## src/hw/rtl/abm4_pkg.sv

```systemverilog
// Shared types, codes and arithmetic widths of the ABM4 predictor-corrector step.
package abm4_pkg;

  // Input kind codes (tuser)
  localparam logic [1:0] KIND_PRIME   = 2'd0;
  localparam logic [1:0] KIND_PREDICT = 2'd1;
  localparam logic [1:0] KIND_CORRECT = 2'd2;

  // Arithmetic widths: |S| <= 160 * 2^31 < 2^39
  localparam int SUM_W   = 40;
  localparam int MAG_W   = SUM_W - 1;
  localparam int FRAC_W  = 16;
  localparam int PROD_W  = MAG_W + FRAC_W;
  localparam int DIV_BITS  = 8;
  localparam int DIV_STEPS = 7;
  localparam int DIV_W   = DIV_BITS * DIV_STEPS;
  localparam int CNT_W   = $clog2(DIV_STEPS);
  localparam int RES_W   = 55;
  localparam int ELEM_W  = 4;
  localparam int WORD_W  = 32;
  localparam int MAX_DEPTH = 16;

  // Adams-Bashforth weights over (v, h0, h1, h2) after the shift
  localparam logic signed [SUM_W-1:0] AB_CV  = 40'sd55;
  localparam logic signed [SUM_W-1:0] AB_CH0 = -40'sd59;
  localparam logic signed [SUM_W-1:0] AB_CH1 = 40'sd37;
  localparam logic signed [SUM_W-1:0] AB_CH2 = -40'sd9;
  // Adams-Moulton weights over (v, h0, h1, h2)
  localparam logic signed [SUM_W-1:0] AM_CV  = 40'sd9;
  localparam logic signed [SUM_W-1:0] AM_CH0 = 40'sd19;
  localparam logic signed [SUM_W-1:0] AM_CH1 = -40'sd5;
  localparam logic signed [SUM_W-1:0] AM_CH2 = 40'sd1;

  // Half of 24, added before the divide for round half away from zero
  localparam logic [DIV_W-1:0] ROUND_HALF = 56'd12;
  localparam logic [1:0]       DIVISOR3   = 2'd3;

  localparam logic [WORD_W-1:0] STEP_RESET = 32'd655;

  typedef enum logic [2:0] {
    ST_IDLE,
    ST_UPDATE,
    ST_ABS,
    ST_MUL_HI,
    ST_MUL_LO,
    ST_ROUND,
    ST_DIV,
    ST_DONE
  } abm4_state_t;

  typedef struct packed {
    logic load;      // latch item, read memories
    logic update;    // write history/start, register weighted sum
    logic absval;    // split sum into sign and magnitude
    logic mul_hi;    // magnitude times integer part of dt
    logic mul_lo;    // magnitude times fraction part of dt
    logic round;     // combine products, add half, load divider
    logic div_step;  // one radix-256 step of the divide by three
    logic finish;    // add to start, saturate, load output word
  } abm4_cmd_t;

  typedef struct packed {
    logic item_ok;     // offered word has a valid kind and element
    logic is_prime;    // held item is a prime
  } abm4_stat_t;

endpackage

```

## src/hw/rtl/abm4_ctrl.sv

```systemverilog
// Sequencing state machine of the ABM4 step: handshakes, commands, divide count.
module abm4_ctrl
  import abm4_pkg::*;
(
  input  logic       clk,
  input  logic       rst_n,
  input  logic       in_tvalid,
  output logic       in_tready,
  output logic       out_tvalid,
  input  logic       out_tready,
  input  abm4_stat_t stat,
  output abm4_cmd_t  cmd
);

  abm4_state_t      state_r, state_nxt;
  logic [CNT_W-1:0] cnt_r, cnt_nxt;
  logic             out_valid_r, out_valid_nxt;

  always_ff @(posedge clk) begin
    if (!rst_n) begin
      state_r     <= ST_IDLE;
      cnt_r       <= '0;
      out_valid_r <= 1'b0;
    end else begin
      state_r     <= state_nxt;
      cnt_r       <= cnt_nxt;
      out_valid_r <= out_valid_nxt;
    end
  end

  always_comb begin
    state_nxt     = state_r;
    cnt_nxt       = cnt_r;
    out_valid_nxt = out_valid_r && !out_tready;
    in_tready     = 1'b0;
    cmd           = '0;
    unique case (state_r)
      ST_IDLE: begin
        in_tready = 1'b1;
        if (in_tvalid) begin
          cmd.load = 1'b1;
          if (stat.item_ok) state_nxt = ST_UPDATE;
        end
      end
      ST_UPDATE: begin
        cmd.update = 1'b1;
        state_nxt  = stat.is_prime ? ST_IDLE : ST_ABS;
      end
      ST_ABS: begin
        cmd.absval = 1'b1;
        state_nxt  = ST_MUL_HI;
      end
      ST_MUL_HI: begin
        cmd.mul_hi = 1'b1;
        state_nxt  = ST_MUL_LO;
      end
      ST_MUL_LO: begin
        cmd.mul_lo = 1'b1;
        state_nxt  = ST_ROUND;
      end
      ST_ROUND: begin
        cmd.round = 1'b1;
        cnt_nxt   = '0;
        state_nxt = ST_DIV;
      end
      ST_DIV: begin
        cmd.div_step = 1'b1;
        cnt_nxt      = cnt_r + 1'b1;
        if (cnt_r == CNT_W'(DIV_STEPS - 1)) state_nxt = ST_DONE;
      end
      ST_DONE: begin
        // hold until the output word is free or leaving this cycle
        if (!out_valid_r || out_tready) begin
          cmd.finish    = 1'b1;
          out_valid_nxt = 1'b1;
          state_nxt     = ST_IDLE;
        end
      end
      default: state_nxt = ST_IDLE;
    endcase
  end

  assign out_tvalid = out_valid_r;

endmodule

```

## config.mk

```make
export PLATFORM = sky130hd
export DESIGN_NAME = abm4_ctrl
export DESIGN_NICKNAME = d
export VERILOG_FILES = /design/src/hw/rtl/abm4_pkg.sv /design/src/hw/rtl/abm4_ctrl.sv
export SDC_FILE = /design/constraint.sdc
export NUM_CORES = 1
export LEC_CHECK = 0
export BUFFER_PORTS_ARGS = -buffer_cell sky130_fd_sc_hd__buf_2
export CAP_MARGIN = 30
export CORE_AREA = 3 3 40 42
export DETAILED_ROUTE_END_ITERATION = 10
export DIE_AREA = 0 0 43 45
export PLACE_DENSITY_LB_ADDON = 0.05
export SYNTH_ARGS = -nofsm -noshare
export SYNTH_HDL_FRONTEND = slang
export SYNTH_SLANG_ARGS = --single-unit
export TNS_END_PERCENT = 100
```

## constraint.sdc

```tcl
create_clock -name clk -period 1.3 [get_ports clk]
set_clock_uncertainty 0.2 [all_clocks]
set_input_delay 0.065 -clock clk [delete_from_list [all_inputs] [get_ports clk]]
set_output_delay 0.065 -clock clk [all_outputs]
set_load 0.005 [all_outputs]
```

==> out/summary.txt <==
Fin area -> 723 um2
Antenna violations before repair -> 0
Failing checks -> hold timing, setup timing
Syn avg cell area -> 8.53 um2
Critical Path End Type -> output port
R2R Path Start -> state_r[1]$_SDFFE_PN0P_
Via count -> 460
Buffers on Ports -> 15
Area Growth Syn to Fin -> 73.1%
Fin worst setup slack -> -0.116 ns
Post-synthesis register bit count -> 7
Max Slew Vio Count -> 0
Primary FF master, synth -> dfxtp_1
Site Rows -> 13
Post-Place Cells -> 79
Endpoint with the worst hold slack -> out_tvalid$_SDFF_PN0_
Fin nets -> 91
Hold WS -> -0.00862 ns
Synth async-reset ratio -> 0%
Final Hold Vio Count -> 1
Reg2reg end -> state_r[2]$_SDFFE_PN0P_
Setup Viol. Count Final -> 8
ANT nets after route -> 0
Residual DRC -> 0
DIE HEIGHT -> 45 um
Req. time, crit path -> 1.03 ns
Mapped Cells -> 49
Hold_buf cts -> 4
Hpwl dp -> 697 um
Crit path kind -> flip-flop to output port
Worst-margin pin slew -> 0.174 ns
Startpoint type of the worst setup path -> flip-flop
P_leak -> 0.000391 uW
Fillers -> 116
RSZ-0062 raised after global routing -> true
MaxCap Viol Count -> 0
Gr usage total -> 12.3%
Antenna cells -> 0
Post-synth EDFFs -> 0
Period utilization -> 109%
Placement-stage worst setup slack -> -0.0251 ns
Status -> finished with violations
Crit path DAT -> 1.15 ns
Drt first pass iters -> 3
Clock Latency Late Sink -> 0.25 ns
Max-slew headroom -> 88.4%
Clk sinks -> 7
H-tree levels -> 1
VDD IR max -> 0.000388 V
Total negative slack -> -0.455 ns
Fin cells -> 97
Crit-path max FO -> 5
Hold Crit Class -> input port to flip-flop
WHS Path Cells -> 3
Synth unique cells -> 28
Drt wl/cell -> 11.7 um
Worst reg2reg path depth -> 6
Io pins -> 16
Syn Nets -> 57
Fmax -> 706 MHz
GP Congestion -> 0.710
R2r setup slk -> 0.01 ns
YS warnings -> 0
Power Density -> 904 nW/um2
Cell Area, Placed -> 514 um2
CTS tree -> built
Clock-pin slew on the worst setup and hold paths -> 0.05 ns
Die ar. -> 1940 um2
Layout cell share with drive strength beyond 1 -> 53.7%
Via density -> 4.74
Post-route minimum period -> 1.42 ns
Vias in the first global route -> 425
Core area -> 1280 um2
Initial drt markers -> 2
Global-route wire length before repair -> 1730 um
Grt total ovfl -> 0
Die X -> 43 um
Clk root buf -> clkbuf_4
Routed WL -> 1130 um
Starting Density -> 32.5%
TritonCTS Buffers -> 3
Largest net degree at the start of global routing -> 10
Post-Synthesis Cell Area -> 418 um2
Seq/Total Area, Yosys -> 33.5%
Hold_sp -> out_tready
Max Buffers Root-to-Sink -> 2
## final cells by class
type,instances,area [um2],area share [%]
clock buffer,4,26.3,3.63
inverter,3,11.3,1.56
multi-input combinational,36,294,40.7
sequential,7,153,21.1
tap,15,18.8,2.60
timing repair buffer,32,220,30.4
## critical path: stages (launching register included)
cell and delay [ns]:
dfxtp_4 0.35, buf_6 0.13, nor3_4 0.18, and2_1 0.14
buf_2 0.10
## Yosys cell counts, types with 2 or more instances
cell,instances,area [um2]
nand2_1,7,26.3
inv_1,3,11.3
buf_4,2,15.0
ha_1,2,25.0
a21oi_1,3,15.0
dfxtp_1,7,140
nor2_1,2,7.51
nor3b_1,3,22.5
## logic make-up after synthesis
kind of cell	synth area share [%]
adders and majority gates	5.99
and+or+nand+nor	33.2
DFF	33.5
AOI/OAI and AO/OA	19.8
buffers and inverters	7.48
## report_power, final
| part | internal [uW] | total (uW) | switching [uW] | leakage [uW] |
|---|---|---|---|---|
| Sequential | 229 | 252 | 22.5 | 0.0000594 |
| Clock | 117 | 197 | 80.3 | 0.0000150 |
| Combinational | 124 | 205 | 80.6 | 0.000316 |
| Total | 470 | 654 | 183 | 0.000391 |
## worst max-delay path by stage
stage	startpoint	end	slack, ns	cells after the start
finish	state_r[1]$_SDFFE_PN0P_	cmd[7]	-0.12	4
global route	state_r[1]$_SDFFE_PN0P_	cmd[7]	-0.18	4
CTS	state_r[1]$_SDFFE_PN0P_	cmd[7]	-0.13	4
detailed placement	state_r[1]$_SDFFE_PN0P_	cnt_r[2]$_SDFFE_PN0P_	-0.03	3
global placement	cnt_r[0]$_SDFFE_PN0P_	state_r[0]$_SDFFE_PN0P_	-0.006	5
floorplan	cnt_r[0]$_SDFFE_PN0P_	state_r[0]$_SDFFE_PN0P_	0.11	5
## cells in the final DEF, fill, tap and decap left out, types with 2 or more instances in the layout
cell type and n:
a21oi_1 3, buf_2 15, buf_4 11, buf_6 2, clkbuf_4 3, dfxtp_1 3
dfxtp_4 3, dlygate4sd3_1 4, ha_1 2, inv_1 3, nand2_1 7, nor2_1 2
nor3b_1 2
## stage by stage
step | total power, uW | utilization, %
6_report | 654 | 56.3
5_1_grt | 697 | 56.3
4_1_cts | 640 | 50.7
3_5_place_dp | 378 | 40.0
3_3_place_gp | 379 | 40.0
2_1_floorplan | 327 | -
## per-layer routing
| layer | up-vias | global-route usage, % | part of all wire, % | wire [um] |
|---|---|---|---|---|
| met2 | 13 | 21.6 | 48 | 546 |
| met1 | 206 | 13.0 | 46 | 515 |
| met4 | 0 | 3.61 | 0 | 0 |
| met5 | - | 0 | 0 | 0 |
| li1 | 241 | - | - | - |
| met3 | 0 | 5.98 | 6.0 | 68 |
## flip-flops by register name, summed over array words and instances (netlist names)
register,flops
cnt_r,3
out_tvalid,1
state_r,3
## what timing repair did
action	in CTS	in global routing
hold endpoints to repair	7	1
setup endpoints to repair	12	11
setup buffers	6	4
gates resized for setup	9	8
pin swaps	2	0
(Power assumes the default switching activity.)
